**config.mk**
```make
export PLATFORM = sky130hd
export DESIGN_NAME = status_led_blink_code_sequencer_flat
export DESIGN_NICKNAME = d
export VERILOG_FILES = /design/src/design/slbc_pkg.sv /design/src/design/slbc_channels.sv /design/src/design/slbc_front.sv /design/src/design/slbc_led_core.sv /design/src/design/status_led_blink_code_sequencer.sv /design/src/flat_wrapper.sv
export VERILOG_INCLUDE_DIRS = /design/src /design/src/design
export SDC_FILE = /design/constraint.sdc
export NUM_CORES = 1
export LEC_CHECK = 0
export BUFFER_PORTS_ARGS = -buffer_cell sky130_fd_sc_hd__buf_4
export CORE_MARGIN = 2
export CORE_UTILIZATION = 52
export CTS_BUF_LIST = sky130_fd_sc_hd__clkbuf_16
export CTS_CLUSTER_SIZE = 25
export DETAILED_ROUTE_END_ITERATION = 6
export PLACE_DENSITY = 0.81
export SLEW_MARGIN = 40
export SYNTH_ARGS = -nofsm -noshare
export SYNTH_HDL_FRONTEND = slang
export SYNTH_SLANG_ARGS = --single-unit
```
**constraint.sdc**
```tcl
create_clock -name clock -period 2.7 [get_ports clock]
set_input_delay 0.405 -clock clock [delete_from_list [all_inputs] [get_ports clock]]
set_output_delay 0.405 -clock clock [all_outputs]
set_load 0.005 [all_outputs]
```
**src/design/status_led_blink_code_sequencer_defines.svh**
```systemverilog
// ---------------------------------------------------------------------------
// status led blink code sequencer: assertion macros
// ---------------------------------------------------------------------------
`ifndef STATUS_LED_BLINK_CODE_SEQUENCER_DEFINES_SVH
`define STATUS_LED_BLINK_CODE_SEQUENCER_DEFINES_SVH

// same-cycle implication, checked outside reset
`define SLBC_ASSERT_NOW(label, clk, rst, ante, cons, msg) \
   label: assert property (@(posedge clk) disable iff (rst) (ante) |-> (cons)) \
      else $error(msg);

// next-cycle implication, checked outside reset
`define SLBC_ASSERT_NEXT(label, clk, rst, ante, cons, msg) \
   label: assert property (@(posedge clk) disable iff (rst) (ante) |=> (cons)) \
      else $error(msg);

`endif

```
**src/design/slbc_pkg.sv**
```systemverilog
// ---------------------------------------------------------------------------
// slbc_pkg
// shared types and constants of the status led blink code sequencer
// ---------------------------------------------------------------------------
package slbc_pkg;

   typedef enum logic [1:0] {
      MODE_UNCAL  = 2'd0,
      MODE_UNSET  = 2'd1,
      MODE_NORMAL = 2'd2
   } mode_type;

   localparam logic [7:0] MARK_OK    = 8'hA5;
   localparam logic [7:0] COIL_GONE  = 8'h01;

   // error code bit positions
   localparam int ERR_RANGE   = 0;
   localparam int ERR_EEPROM  = 1;
   localparam int ERR_UNREACH = 2;
   localparam int ERR_COIL    = 3;

   // decoded request as held in the input register
   typedef struct packed {
      mode_type   mode;
      logic [3:0] check_ok;
      logic [3:0] err;
   } decode_type;

endpackage

```
**src/design/slbc_channels.sv**
```systemverilog
// ---------------------------------------------------------------------------
// slbc channels
// request and response channel interfaces, valid/ready handshake
// ---------------------------------------------------------------------------
interface slbc_req_if;
   logic       valid;
   logic       ready;
   logic [7:0] sensor_mark;
   logic [7:0] ctrl_mark_a;
   logic [7:0] ctrl_mark_b;
   logic [7:0] feedback_mark;
   logic [7:0] intake_coil_state;
   logic [7:0] exhaust_coil_state;
   logic [7:0] range_mark;
   logic [7:0] ctrl_type_mark;
   logic [7:0] feedback_type_mark;
   logic [7:0] product_mark;
   logic [7:0] error_code;

   modport source (
      output valid, sensor_mark, ctrl_mark_a, ctrl_mark_b, feedback_mark,
             intake_coil_state, exhaust_coil_state, range_mark, ctrl_type_mark,
             feedback_type_mark, product_mark, error_code,
      input  ready
   );
   modport sink (
      input  valid, sensor_mark, ctrl_mark_a, ctrl_mark_b, feedback_mark,
             intake_coil_state, exhaust_coil_state, range_mark, ctrl_type_mark,
             feedback_type_mark, product_mark, error_code,
      output ready
   );
endinterface

interface slbc_rsp_if;
   logic       valid;
   logic       ready;
   logic       red_on;
   logic       green_on;
   logic [1:0] mode;

   modport source (output valid, red_on, green_on, mode, input ready);
   modport sink (input valid, red_on, green_on, mode, output ready);
endinterface

```
**src/design/slbc_front.sv**
```systemverilog
// ---------------------------------------------------------------------------
// slbc_front
// input register: takes a request, decodes marker bytes into mode and checks
// ---------------------------------------------------------------------------
module slbc_front (
   input  logic                clock,
   input  logic                reset,
   slbc_req_if.sink            req_chan,
   input  logic                advance,
   output logic                valid,
   output slbc_pkg::decode_type dec
);

   logic                 valid_ff;
   logic                 valid_in;
   slbc_pkg::decode_type dec_ff;
   slbc_pkg::decode_type dec_in;
   logic                 take;
   logic [3:0]           cal;
   logic [3:0]           set;

   assign req_chan.ready = !valid_ff || advance;
   assign take           = req_chan.valid && req_chan.ready;

   always_comb begin
      cal[0] = (req_chan.sensor_mark == slbc_pkg::MARK_OK);
      cal[1] = (req_chan.ctrl_mark_a == slbc_pkg::MARK_OK) ||
               (req_chan.ctrl_mark_b == slbc_pkg::MARK_OK);
      cal[2] = (req_chan.feedback_mark == slbc_pkg::MARK_OK);
      cal[3] = !((req_chan.intake_coil_state == slbc_pkg::COIL_GONE) ||
                 (req_chan.exhaust_coil_state == slbc_pkg::COIL_GONE));
      set[0] = (req_chan.range_mark == slbc_pkg::MARK_OK);
      set[1] = (req_chan.ctrl_type_mark == slbc_pkg::MARK_OK);
      set[2] = (req_chan.feedback_type_mark == slbc_pkg::MARK_OK);
      set[3] = (req_chan.product_mark == slbc_pkg::MARK_OK);

      dec_in.err = req_chan.error_code[3:0];
      if (!(&cal)) begin
         dec_in.mode     = slbc_pkg::MODE_UNCAL;
         dec_in.check_ok = cal;
      end else if (!(&set)) begin
         dec_in.mode     = slbc_pkg::MODE_UNSET;
         dec_in.check_ok = set;
      end else begin
         dec_in.mode     = slbc_pkg::MODE_NORMAL;
         dec_in.check_ok = set;
      end
   end

   always_comb begin
      valid_in = valid_ff;
      if (take) begin
         valid_in = 1'b1;
      end else if (advance) begin
         valid_in = 1'b0;
      end
   end

   always_ff @(posedge clock) begin
      if (reset) begin
         valid_ff <= 1'b0;
      end else begin
         valid_ff <= valid_in;
      end
   end

   always_ff @(posedge clock) begin
      if (take) begin
         dec_ff <= dec_in;
      end
   end

   assign valid = valid_ff;
   assign dec   = dec_ff;

endmodule

```
**src/design/slbc_led_core.sv**
```systemverilog
// ---------------------------------------------------------------------------
// slbc_led_core
// phase counters and led levels, one update per processed request
// ---------------------------------------------------------------------------
module slbc_led_core (
   input  logic                 clock,
   input  logic                 reset,
   input  logic                 step,
   input  slbc_pkg::decode_type dec,
   output logic                 red_next,
   output logic                 green_next
);

   localparam logic [6:0] UNCAL_LAST  = 7'd125;
   localparam logic [7:0] UNSET_LAST  = 8'd134;
   localparam logic [5:0] SLOW_LAST   = 6'd39;
   localparam logic [4:0] FAST_LAST   = 5'd19;
   localparam logic [6:0] UNCAL_PRE   = 7'd40;
   localparam logic [7:0] UNSET_PRE   = 8'd52;
   localparam logic [5:0] SLOW_HALF   = 6'd20;
   localparam logic [4:0] FAST_HALF   = 5'd10;
   localparam logic [6:0] SLOT_STEP   = 7'd20;
   localparam logic [6:0] SLOT_ON_LEN = 7'd16;

   logic       red_ff, red_in;
   logic       green_ff, green_in;
   logic [6:0] phase_126_ff, phase_126_in;
   logic [7:0] phase_135_ff, phase_135_in;
   logic [5:0] phase_40_ff, phase_40_in;
   logic [4:0] phase_20_ff, phase_20_in;
   logic [6:0] unset_rel;
   logic [6:0] uncal_rel;

   // four report slots: flash on at slot start, both off 16 ticks later
   function automatic logic [1:0] report_slots(input logic [6:0] rel,
                                               input logic [3:0] ok,
                                               input logic red_cur,
                                               input logic green_cur);
      logic       r;
      logic       g;
      logic [6:0] on_step;
      r = red_cur;
      g = green_cur;
      for (int k = 0; k < 4; k++) begin
         on_step = SLOT_STEP * 7'(k);
         if (rel == on_step) begin
            if (ok[k]) begin
               g = 1'b1;
            end else begin
               r = 1'b1;
            end
         end else if (rel == on_step + SLOT_ON_LEN) begin
            g = 1'b0;
            r = 1'b0;
         end
      end
      return {r, g};
   endfunction

   assign uncal_rel = phase_126_ff - UNCAL_PRE;
   // report part of the unset cycle spans 83 ticks, seven bits are enough
   assign unset_rel = 7'(phase_135_ff - UNSET_PRE);

   always_comb begin
      red_in   = red_ff;
      green_in = green_ff;
      case (dec.mode)
         slbc_pkg::MODE_UNCAL: begin
            if (phase_126_ff < UNCAL_PRE) begin
               green_in = (phase_126_ff < 7'd3) ||
                          (phase_126_ff >= 7'd6 && phase_126_ff < 7'd9) ||
                          (phase_126_ff >= 7'd18 && phase_126_ff < 7'd21) ||
                          (phase_126_ff >= 7'd24 && phase_126_ff < 7'd27);
            end else begin
               {red_in, green_in} = report_slots(uncal_rel, dec.check_ok,
                                                 red_ff, green_ff);
            end
         end
         slbc_pkg::MODE_UNSET: begin
            if (phase_135_ff < UNSET_PRE) begin
               green_in = (phase_135_ff < 8'd3) ||
                          (phase_135_ff >= 8'd6 && phase_135_ff < 8'd9) ||
                          (phase_135_ff >= 8'd12 && phase_135_ff < 8'd15) ||
                          (phase_135_ff >= 8'd24 && phase_135_ff < 8'd27) ||
                          (phase_135_ff >= 8'd30 && phase_135_ff < 8'd33) ||
                          (phase_135_ff >= 8'd36 && phase_135_ff < 8'd39);
            end else begin
               {red_in, green_in} = report_slots(unset_rel, dec.check_ok,
                                                 red_ff, green_ff);
            end
         end
         slbc_pkg::MODE_NORMAL: begin
            // error priority: range, unreachable, eeprom, coil
            if (dec.err[slbc_pkg::ERR_RANGE]) begin
               red_in = (phase_40_ff < SLOW_HALF);
            end else if (dec.err[slbc_pkg::ERR_UNREACH]) begin
               red_in   = (phase_20_ff < FAST_HALF);
               green_in = 1'b0;
            end else if (dec.err[slbc_pkg::ERR_EEPROM]) begin
               red_in   = 1'b1;
               green_in = 1'b0;
            end else if (dec.err[slbc_pkg::ERR_COIL]) begin
               red_in   = (phase_20_ff < FAST_HALF);
               green_in = !(phase_20_ff < FAST_HALF);
            end
         end
         default: begin
            red_in   = red_ff;
            green_in = green_ff;
         end
      endcase
   end

   always_comb begin
      phase_126_in = (phase_126_ff == UNCAL_LAST) ? '0 : phase_126_ff + 7'd1;
      phase_135_in = (phase_135_ff == UNSET_LAST) ? '0 : phase_135_ff + 8'd1;
      phase_40_in  = (phase_40_ff == SLOW_LAST)   ? '0 : phase_40_ff + 6'd1;
      phase_20_in  = (phase_20_ff == FAST_LAST)   ? '0 : phase_20_ff + 5'd1;
   end

   always_ff @(posedge clock) begin
      if (reset) begin
         red_ff       <= 1'b0;
         green_ff     <= 1'b0;
         phase_126_ff <= '0;
         phase_135_ff <= '0;
         phase_40_ff  <= '0;
         phase_20_ff  <= '0;
      end else if (step) begin
         red_ff       <= red_in;
         green_ff     <= green_in;
         phase_126_ff <= phase_126_in;
         phase_135_ff <= phase_135_in;
         phase_40_ff  <= phase_40_in;
         phase_20_ff  <= phase_20_in;
      end
   end

   assign red_next   = red_in;
   assign green_next = green_in;

endmodule

```
**src/design/status_led_blink_code_sequencer.sv**
```systemverilog
// ---------------------------------------------------------------------------
// status_led_blink_code_sequencer
// status led blink code sequencer, one request per 50 ms tick
// ---------------------------------------------------------------------------
// usage:
//   req_chan carries one tick: ten marker/coil bytes and the error code.
//   rsp_chan returns one response per request: red_on, green_on and mode.
//   a request goes into the input register at the accepting edge; when
//   the response register is free or being taken, the led and phase
//   state update and the response register loads, raising rsp_chan.valid.
//   throughput is one request per cycle while rsp_chan.ready stays high:
//   the input and response registers each pass on as the next stage frees
//   up, and the state update is a single compare pass on the phase counters.
//   reset clears both leds, the four phase counters and both valid flags;
//   the first response after reset reflects phase zero.
//   when rsp_chan.ready stays low, the response holds, one more request
//   waits in the input register, and req_chan.ready then drops until the
//   response is taken. no request is dropped or repeated.
// ---------------------------------------------------------------------------
`include "status_led_blink_code_sequencer_defines.svh"

module status_led_blink_code_sequencer (
   input  logic       clock,
   input  logic       reset,
   slbc_req_if.sink   req_chan,
   slbc_rsp_if.source rsp_chan
);

   logic                 front_valid;
   slbc_pkg::decode_type front_dec;
   logic                 step;
   logic                 red_next;
   logic                 green_next;
   logic                 rsp_valid_ff, rsp_valid_in;
   logic                 rsp_red_ff;
   logic                 rsp_green_ff;
   logic [1:0]           rsp_mode_ff;
   logic                 req_take;
   logic                 eeprom_step;
   logic                 eeprom_shown;

   assign step = front_valid && (!rsp_valid_ff || rsp_chan.ready);

   slbc_front u_front (
      .clock    (clock),
      .reset    (reset),
      .req_chan (req_chan),
      .advance  (step),
      .valid    (front_valid),
      .dec      (front_dec)
   );

   slbc_led_core u_core (
      .clock      (clock),
      .reset      (reset),
      .step       (step),
      .dec        (front_dec),
      .red_next   (red_next),
      .green_next (green_next)
   );

   always_comb begin
      rsp_valid_in = rsp_valid_ff;
      if (step) begin
         rsp_valid_in = 1'b1;
      end else if (rsp_chan.ready) begin
         rsp_valid_in = 1'b0;
      end
   end

   always_ff @(posedge clock) begin
      if (reset) begin
         rsp_valid_ff <= 1'b0;
      end else begin
         rsp_valid_ff <= rsp_valid_in;
      end
   end

   always_ff @(posedge clock) begin
      if (step) begin
         rsp_red_ff   <= red_next;
         rsp_green_ff <= green_next;
         rsp_mode_ff  <= front_dec.mode;
      end
   end

   assign rsp_chan.valid    = rsp_valid_ff;
   assign rsp_chan.red_on   = rsp_red_ff;
   assign rsp_chan.green_on = rsp_green_ff;
   assign rsp_chan.mode     = rsp_mode_ff;

   assign req_take     = req_chan.valid && req_chan.ready;
   // eeprom error with neither a range nor an unreachable error set
   assign eeprom_step  = step && front_dec.mode == slbc_pkg::MODE_NORMAL &&
                         !front_dec.err[slbc_pkg::ERR_RANGE] &&
                         !front_dec.err[slbc_pkg::ERR_UNREACH] &&
                         front_dec.err[slbc_pkg::ERR_EEPROM];
   assign eeprom_shown = rsp_chan.red_on && !rsp_chan.green_on;

   // a new request never overwrites one that has not moved on
   `SLBC_ASSERT_NOW(a_no_overrun, clock, reset, req_take && front_valid, step, "input overrun")

   // a processed request always shows up as a response
   `SLBC_ASSERT_NEXT(a_step_to_rsp, clock, reset, step, rsp_chan.valid, "request lost")

   // eeprom error forces red on, green off
   `SLBC_ASSERT_NEXT(a_eeprom_pattern, clock, reset, eeprom_step, eeprom_shown, "bad eeprom pattern")

endmodule

```
**src/flat_wrapper.sv**
```systemverilog
// flat-port wrapper written by rule: the top's interface ports become plain ports
module status_led_blink_code_sequencer_flat 
  (clock, reset, req_chan_valid, req_chan_sensor_mark, req_chan_ctrl_mark_a, req_chan_ctrl_mark_b, req_chan_feedback_mark, req_chan_intake_coil_state, req_chan_exhaust_coil_state, req_chan_range_mark, req_chan_ctrl_type_mark, req_chan_feedback_type_mark, req_chan_product_mark, req_chan_error_code, req_chan_ready, rsp_chan_valid, rsp_chan_red_on, rsp_chan_green_on, rsp_chan_mode, rsp_chan_ready);
  slbc_req_if req_chan_i ();
  slbc_rsp_if rsp_chan_i ();
  input  logic clock;
  input  logic reset;
  input wire logic [$bits(req_chan_i.valid)-1:0] req_chan_valid;
  input wire logic [$bits(req_chan_i.sensor_mark)-1:0] req_chan_sensor_mark;
  input wire logic [$bits(req_chan_i.ctrl_mark_a)-1:0] req_chan_ctrl_mark_a;
  input wire logic [$bits(req_chan_i.ctrl_mark_b)-1:0] req_chan_ctrl_mark_b;
  input wire logic [$bits(req_chan_i.feedback_mark)-1:0] req_chan_feedback_mark;
  input wire logic [$bits(req_chan_i.intake_coil_state)-1:0] req_chan_intake_coil_state;
  input wire logic [$bits(req_chan_i.exhaust_coil_state)-1:0] req_chan_exhaust_coil_state;
  input wire logic [$bits(req_chan_i.range_mark)-1:0] req_chan_range_mark;
  input wire logic [$bits(req_chan_i.ctrl_type_mark)-1:0] req_chan_ctrl_type_mark;
  input wire logic [$bits(req_chan_i.feedback_type_mark)-1:0] req_chan_feedback_type_mark;
  input wire logic [$bits(req_chan_i.product_mark)-1:0] req_chan_product_mark;
  input wire logic [$bits(req_chan_i.error_code)-1:0] req_chan_error_code;
  output wire logic [$bits(req_chan_i.ready)-1:0] req_chan_ready;
  output wire logic [$bits(rsp_chan_i.valid)-1:0] rsp_chan_valid;
  output wire logic [$bits(rsp_chan_i.red_on)-1:0] rsp_chan_red_on;
  output wire logic [$bits(rsp_chan_i.green_on)-1:0] rsp_chan_green_on;
  output wire logic [$bits(rsp_chan_i.mode)-1:0] rsp_chan_mode;
  input wire logic [$bits(rsp_chan_i.ready)-1:0] rsp_chan_ready;
  assign req_chan_i.valid = req_chan_valid;
  assign req_chan_i.sensor_mark = req_chan_sensor_mark;
  assign req_chan_i.ctrl_mark_a = req_chan_ctrl_mark_a;
  assign req_chan_i.ctrl_mark_b = req_chan_ctrl_mark_b;
  assign req_chan_i.feedback_mark = req_chan_feedback_mark;
  assign req_chan_i.intake_coil_state = req_chan_intake_coil_state;
  assign req_chan_i.exhaust_coil_state = req_chan_exhaust_coil_state;
  assign req_chan_i.range_mark = req_chan_range_mark;
  assign req_chan_i.ctrl_type_mark = req_chan_ctrl_type_mark;
  assign req_chan_i.feedback_type_mark = req_chan_feedback_type_mark;
  assign req_chan_i.product_mark = req_chan_product_mark;
  assign req_chan_i.error_code = req_chan_error_code;
  assign req_chan_ready = req_chan_i.ready;
  assign rsp_chan_valid = rsp_chan_i.valid;
  assign rsp_chan_red_on = rsp_chan_i.red_on;
  assign rsp_chan_green_on = rsp_chan_i.green_on;
  assign rsp_chan_mode = rsp_chan_i.mode;
  assign rsp_chan_i.ready = rsp_chan_ready;
  status_led_blink_code_sequencer u_core (.clock(clock), .reset(reset), .req_chan(req_chan_i), .rsp_chan(rsp_chan_i));
endmodule
```
==> flow_summary.yaml, run 1 <==
outcome:
  status: "finished, final reports clean"
clock_network:
  htreeDepth: 2
  cts-buffers-inserted: 5
  cts.clk_slew.worst_paths_ps: 70
  postCtsHoldBufs: 0
  clock_path_buffers: 2
  cts-root-buf: "clkbuf_16"
  postCtsSetupBuffers: 0
  cts_sinks: 44
  cts_tree: "done"
  worst_skew_pair.late_latency_ps: 290
  postCtsResizedCells: 0
synth:
  yosysUniqueCellTypes: 70
  yosys.area.top_type: "dfxtp_1"
  synth_top_area_share: 0.194
  mappedNetlistNets: 470
  ys_async_sr_fraction: 0
  ys_seq_area_frac: 0.330
  yosysWarnings: 0
  syn-cell-area_mm2: 0.00310
  synth_edf_count: 14
  avgSynthCellArea_um2: 8.51
  synth-seq-cells: 44
  synthFlopType: "dfxtp_1"
  ys_top_cells_by_area: "dfxtp_1, edfxtp_1, ha_1"
  synthCells: 364
critical_path:
  cp_slowest_stage_delay_ps: 420
  crit_path_top_delay_cell: "or3b_1"
  startpoint: "u_core.u_core.phase_126_ff[3]$_SDFFE_PP0P_"
  endpoint_kind: "flop"
  worst_r2r_endpoint: "u_core.rsp_chan.green_on$_DFFE_PP_"
  r2r-start: "u_core.u_core.phase_126_ff[3]$_SDFFE_PP0P_"
  critPathBufInv: 1
  r2r_slack_ps: 340
  crit_fanout: 7
  cp-endpoint: "u_core.rsp_chan.green_on$_DFFE_PP_"
  start_kind: "flop"
  cp_data_required_time_ps: 2730
  path_class: "flop to flop"
  worstRegToRegCells: 8
  cp.depth: 8
  arrival_ps: 2390
  cp_top_family: "compound AO/OA/AOI/OAI gates"
  crit_chain: "inv_1 > ha_1 > or3b_1 > a211o_1 > o22ai_1 > o221ai_2 > a22oi_2 > a21oi_1"
placement:
  dp_slack_ps: 377
  numPlacedInstances: 523
  gp_congestion: 0.941
  io_buffer_count: 93
  hpwl_um: 6110
sta:
  final.setup.tns_ps: 0
  finalHoldViolations: 0
  rsz0062_at_grt: "no"
  fmax_mhz: 424
  setup_ws_ps: 340
  tightest_slew_ps: 737
  setup_viol: 0
  slew_headroom: 0.504
  period_share: 0.874
  finClkSkew_ps: 9.98
  fin_crit_ps: 2360
  holdWs_ps: 294
  maxSlewViolCount: 0
global_route:
  antenna_found_initial: 0
  grt_pass1_wl_um: 13400
  grt_pass1_vias: 3011
  grt_max_degree: 19
  grt_util_all_layers: 0.257
  grt_overflow: 0
route:
  num_vias: 3070
  routed_wl_um: 7870
  drtIter0Drc: 215
  dr.pass1.iters: 4
  ant_nets: 0
  vias_per_cell: 5.78
  drc: 0
  post_drt_wl_per_cell_um: 14.8
floorplanning:
  ios: 98
  die-height_um: 81.2
  core-area_mm2: 0.00585
  row_count: 28
  fp.dieArea_mm2: 0.00659
  die_x_um: 81.2
  start_util: 0.529
cells_and_area:
  layout.cells.non_filler: 531
  drive_above_1_share: 0.270
  diodes: 0
  nNetsFinal: 561
  syn2layout_area_growth_pct: 29.2
hold_path:
  hold_depth: 1
  min_path_type: "input port to flop"
  min_from: "req_chan_error_code[1]"
pwr:
  power_density_mw_per_mm2: 400
  p_leak_nw: 1.61
  ir_drop_mv: 0.386
flow_run:
  maxCapViolations: 0
[state kept, by name, summed over array words and instances (netlist names)]
name	flops
u_core.u_front.valid	1
u_core.u_core.phase_40_ff	6
u_core.rsp_chan.valid	1
u_core.u_core.phase_20_ff	5
u_core.rsp_chan.red_on	1
u_core.u_front.dec	10
u_core.u_core.phase_135_ff	8
u_core.rsp_chan.green_on	1
u_core.rsp_chan.mode	2
u_core.u_core.red_ff	1
u_core.u_core.green_ff	1
u_core.u_core.phase_126_ff	7
[worst min-delay path by stage]
stage	endpoint	slack (ps)
final	u_core.u_front.dec[1]$_DFFE_PP_	290
after global routing	u_core.u_front.dec[1]$_DFFE_PP_	290
after CTS	u_core.u_front.dec[0]$_DFFE_PP_	290
after global placement	u_core.u_core.phase_40_ff[1]$_SDFFE_PP0P_	470
after floorplan	u_core.u_core.phase_40_ff[1]$_SDFFE_PP0P_	450
after detailed placement	u_core.u_core.phase_40_ff[1]$_SDFFE_PP0P_	480
[synthesized netlist by cell type (2+ instances only)]
cell type,count
a21oi_1,25
a31oi_1,4
and2_1,2
and3_1,2
and4b_1,2
buf_1,2
buf_2,5
buf_4,2
buf_6,4
clkbuf_1,5
dfxtp_1,30
edfxtp_1,14
ha_1,14
inv_1,15
nand2_1,41
nand2b_1,3
nand3_1,3
nand3b_1,3
nand4_1,10
nand4b_1,4
nand4bb_1,2
nor2_1,33
nor2b_1,10
nor3_1,14
nor3b_1,5
nor4_1,5
nor4b_1,5
nor4bb_1,14
o21a_1,2
o21ai_0,15
o21ai_1,3
o221a_2,2
o22ai_1,3
o2bb2ai_1,2
or2_2,2
or3_1,4
xnor2_1,9
xor2_1,12
[cell type report]
cell class | count | area (um^2)
inverter | 15 | 56.3
clock inverter | 2 | 12.5
sequential | 44 | 1020
tap | 75 | 93.8
timing repair buffer | 103 | 773
fill | 456 | 1850
multi-input combinational | 286 | 1890
clock buffer | 6 | 150
[through the flow]
stage	util	power, mW	instance area [um^2]
3_5_place_dp	0.656	0.952	3840
5_1_grt	0.684	1.66	4000
6_report	0.684	1.60	4000
3_3_place_gp	0.656	0.946	3840
2_1_floorplan	-	0.824	3100
4_1_cts	0.684	1.61	4000
[cells by family after synthesis]
kind of cell	synth area share
xor gates and xnor gates	0.0594
and+or+nand+nor	0.322
DFF	0.330
buffers and inverters	0.0586
muxes	0.00323
adders and majority gates	0.0566
AOI/OAI and AO/OA	0.170
[routing by layer]
layer | vias to the layer above | global-route usage | wire length [um]
li1 | 1522 | - | -
met4 | 0 | 0.0729 | 134
met3 | 17 | 0.0522 | 476
met1 | 1402 | 0.305 | 3180
met2 | 129 | 0.466 | 4080
met5 | - | 0 | 0
[cells in the final DEF, fill, tap and decap left out, types with 12 or more instances in the layout]
| cell | n |
|---|---|
| buf_4 | 103 |
| nor4bb_1 | 14 |
| ha_1 | 14 |
| o21ai_0 | 15 |
| nor2_1 | 33 |
| xor2_1 | 12 |
| a21oi_1 | 25 |
| dfxtp_1 | 30 |
| inv_1 | 15 |
| edfxtp_1 | 14 |
| nor3_1 | 14 |
| nand2_1 | 41 |
[where the power goes]
group | switching, mW | leakage [nW] | internal (mW)
Combinational | 0.0801 | 1.15 | 0.131
Clock | 0.262 | 0.0796 | 0.398
Sequential | 0.0229 | 0.378 | 0.705
(Power assumes the default switching activity.)
==> run 2: changes to the inputs <==
ABC_AREA = 1   (was default)
==> run 2 against run 1 <==
Sequential power about the same; non-clock buffer count down 5; maximum frequency up 0.72%; routed wire length up 3.6%; register-to-register slack better by 20 ps; worst setup slack better by 17 ps; global-route usage down 0.67 points; via count up 8.9%; clock skew down 6.1 ps; sequential share of layout area down 0.41 points; clock power down 11%; core utilization up 0.70 points; critical endpoint is now u_core.rsp_chan.red_on$_DFFE_PP_.
==> flow_summary.yaml, run 2 <==
cells_and_area:
  final_cell_mix: "nand2_1, buf_4, inv_1, nor2_1, dfxtp_1"
  syn2layout_area_growth_pct: 29.0
  drive_above_1_share: 0.245
  diodes: 0
  largest_reg_flops: 10
  nNetsFinal: 661
  utilization: 0.691
  final_area_mm2: 0.00407
floorplanning:
  die-height_um: 81.9
  fp.dieArea_mm2: 0.00670
  ios: 98
  start_util: 0.536
  die_x_um: 81.9
  row_count: 28
  core-area_mm2: 0.00589
clock_network:
  cts_tree: "done"
  postCtsResizedCells: 0
  clock_path_buffers: 2
  cts_sinks: 44
  postCtsSetupBuffers: 0
  cts-buffers-inserted: 5
  worst_skew_pair.late_latency_ps: 290
  postCtsHoldBufs: 0
  htreeDepth: 2
  cts.clk_slew.worst_paths_ps: 60
  cts-root-buf: "clkbuf_16"
route:
  post_drt_wl_per_cell_um: 12.9
  dr.pass1.iters: 5
  drc: 0
  drtIter0Drc: 203
  num_vias: 3344
  ant_nets: 0
  vias_per_cell: 5.30
  routed_wl_um: 8150
synth:
  avgSynthCellArea_um2: 6.88
  yosys.area.top_type: "dfxtp_1"
  synth-adder-area-share: 0.0556
  mappedNetlistNets: 564
  yosysUniqueCellTypes: 47
  muxShareOfSynthArea: 0
  synth-xor-area-share: 0.0111
  synth_top_area_share: 0.191
  synth-seq-cells: 44
  synthSimpleGateAreaFrac: 0.393
  synth_top_family_by_area: "simple AND/OR/NAND/NOR gates"
  synth_common_cells: "nand2_1, inv_1, nor2_1"
  synth_compound_area_frac: 0.110
  synthCells: 458
  yosysMostFrequentCell: "nand2_1"
  syn-cell-area_mm2: 0.00315
  synthFlopType: "dfxtp_1"
  synth_edf_count: 14
  ys_async_sr_fraction: 0
  ys_top_cells_by_area: "dfxtp_1, edfxtp_1, nand2_1"
  yosysWarnings: 0
  ys_seq_area_frac: 0.324
sta:
  finalHoldViolations: 0
  setup_ws_ps: 357
  final.setup.tns_ps: 0
  setup_viol: 0
  finClkSkew_ps: 3.84
  maxSlewViolCount: 0
  fin_crit_ps: 2340
  rsz0062_at_grt: "no"
  fmax_mhz: 427
  period_share: 0.868
  tightest_slew_ps: 667
  slew_headroom: 0.551
pwr:
  power_switching_uw: 374
  comb_power_share: 0.150
  ir_drop_mv: 0.330
  p_sw_frac: 0.242
  intPower_mw: 1.17
  seq_power_share: 0.471
  p_total_mw: 1.55
  power.share.clock: 0.379
  p_leak_nw: 1.87
  power_density_mw_per_mm2: 380
placement:
  hpwl_um: 6640
  post_dp_cell_area_mm2: 0.00393
  dp_slack_ps: 410
  io_buffer_count: 93
  gp_congestion: 0.922
critical_path:
  arrival_ps: 2380
  start_kind: "flop"
  endpoint_kind: "flop"
  worstRegToRegCells: 16
  crit_path_top_delay_cell: "dfxtp_1"
  path_class: "flop to flop"
  crit_fanout: 11
  cp_data_required_time_ps: 2730
  crit_chain: "inv_1 > ha_1 > nand2_1 > nand2_2 > nor2_2 > nand3_1 > nand2_1 > nand2_1 > nand3_1 > nand2_1 > nand2_1 > nand2_1 > nand2_1 > nand2_1 > a21oi_2 > nand3_2"
  cpMostUsedCell: "nand2_1"
  cp_slowest_stage_delay_ps: 530
flow_run:
  maxCapViolations: 0
hold_path:
  hold_depth: 1
  min_path_type: "input port to flop"
global_route:
  grt_pass1_wl_um: 13000
  grt_util_all_layers: 0.250
  top_usage_layer: "met2"
  gr-usage-met1: 0.291
  antenna_found_initial: 0
  grt_max_degree: 15
  grt_overflow: 0
  use_met2: 0.456
  grt_pass1_vias: 3079
  grt_use_met3: 0.0396
outcome:
  status: "finished, final reports clean"
[run 2: cell types whose count changed after synthesis, moves of 5 or more]
| cell | delta |
|---|---|
| nand2_1 | +57 |
| inv_1 | +53 |
| nand3_1 | +25 |
| nor2_1 | +20 |
| nor4bb_1 | -14 |
| nor2b_1 | -10 |
| xor2_1 | -9 |
| nor3_1 | +8 |
| xnor2_1 | -8 |
| inv_2 | +7 |
| nand2_2 | +7 |
| nor4_1 | +5 |
[run 2: worst max-delay path, delay by kind of cell (launching register included)]
kind | cells | cell delay (ps)
AOI/OAI and AO/OA | 1 | 130
buffers and inverters | 1 | 180
and+or+nand+nor | 13 | 980
adders and majority gates | 1 | 280
DFF | 1 | 530
[run 2: per-layer routing]
metal / vias up / routed length [um]
li1: 1707 / -
met1: 1512 / 3420
met2: 109 / 4160
met3: 16 / 404
met4: 0 / 159
met5: - / 0
[run 2: metrics by stage]
stage,std cells,hold slack [ps]
after floorplan,458,456
after global placement,623,466
after detailed placement,623,481
after CTS,631,289
after global routing,631,280
final,631,294
[run 2: cells by family after synthesis]
logic type | Yosys count
AOI/OAI and AO/OA | 57
xor gates and xnor gates | 4
buffers and inverters | 83
adders and majority gates | 14
and+or+nand+nor | 256
DFF | 44
[run 2: path summary, 6_finish.rpt]
check / startpoint / to / slack (ps)
hold / removal: req_chan_error_code[2] / u_core.u_front.dec[2]$_DFFE_PP_ / 290
setup reg to reg: u_core.u_core.phase_126_ff[3]$_SDFFE_PP0P_ / u_core.rsp_chan.red_on$_DFFE_PP_ / 360
setup / recovery: u_core.u_core.phase_126_ff[3]$_SDFFE_PP0P_ / u_core.rsp_chan.red_on$_DFFE_PP_ / 360
hold reg to reg: u_core.u_core.phase_20_ff[0]$_SDFFE_PP0P_ / u_core.u_core.phase_20_ff[0]$_SDFFE_PP0P_ / 490
[run 2: layout make-up]
class | count | area (um^2)
tap | 75 | 93.8
timing repair buffer | 98 | 736
clock buffer | 5 | 125
fill | 497 | 1820
multi-input combinational | 331 | 1800
clock inverter | 3 | 13.8
inverter | 75 | 282
sequential | 44 | 1020
[run 2: power by group through the flow]
stage	combinational, mW	sequential (mW)	clock (mW)
finish	0.232	0.728	0.585
global route	0.258	0.730	0.625
CTS	0.233	0.728	0.594
detailed placement	0.232	0.742	0
global placement	0.225	0.741	0
floorplan	0.0987	0.736	0
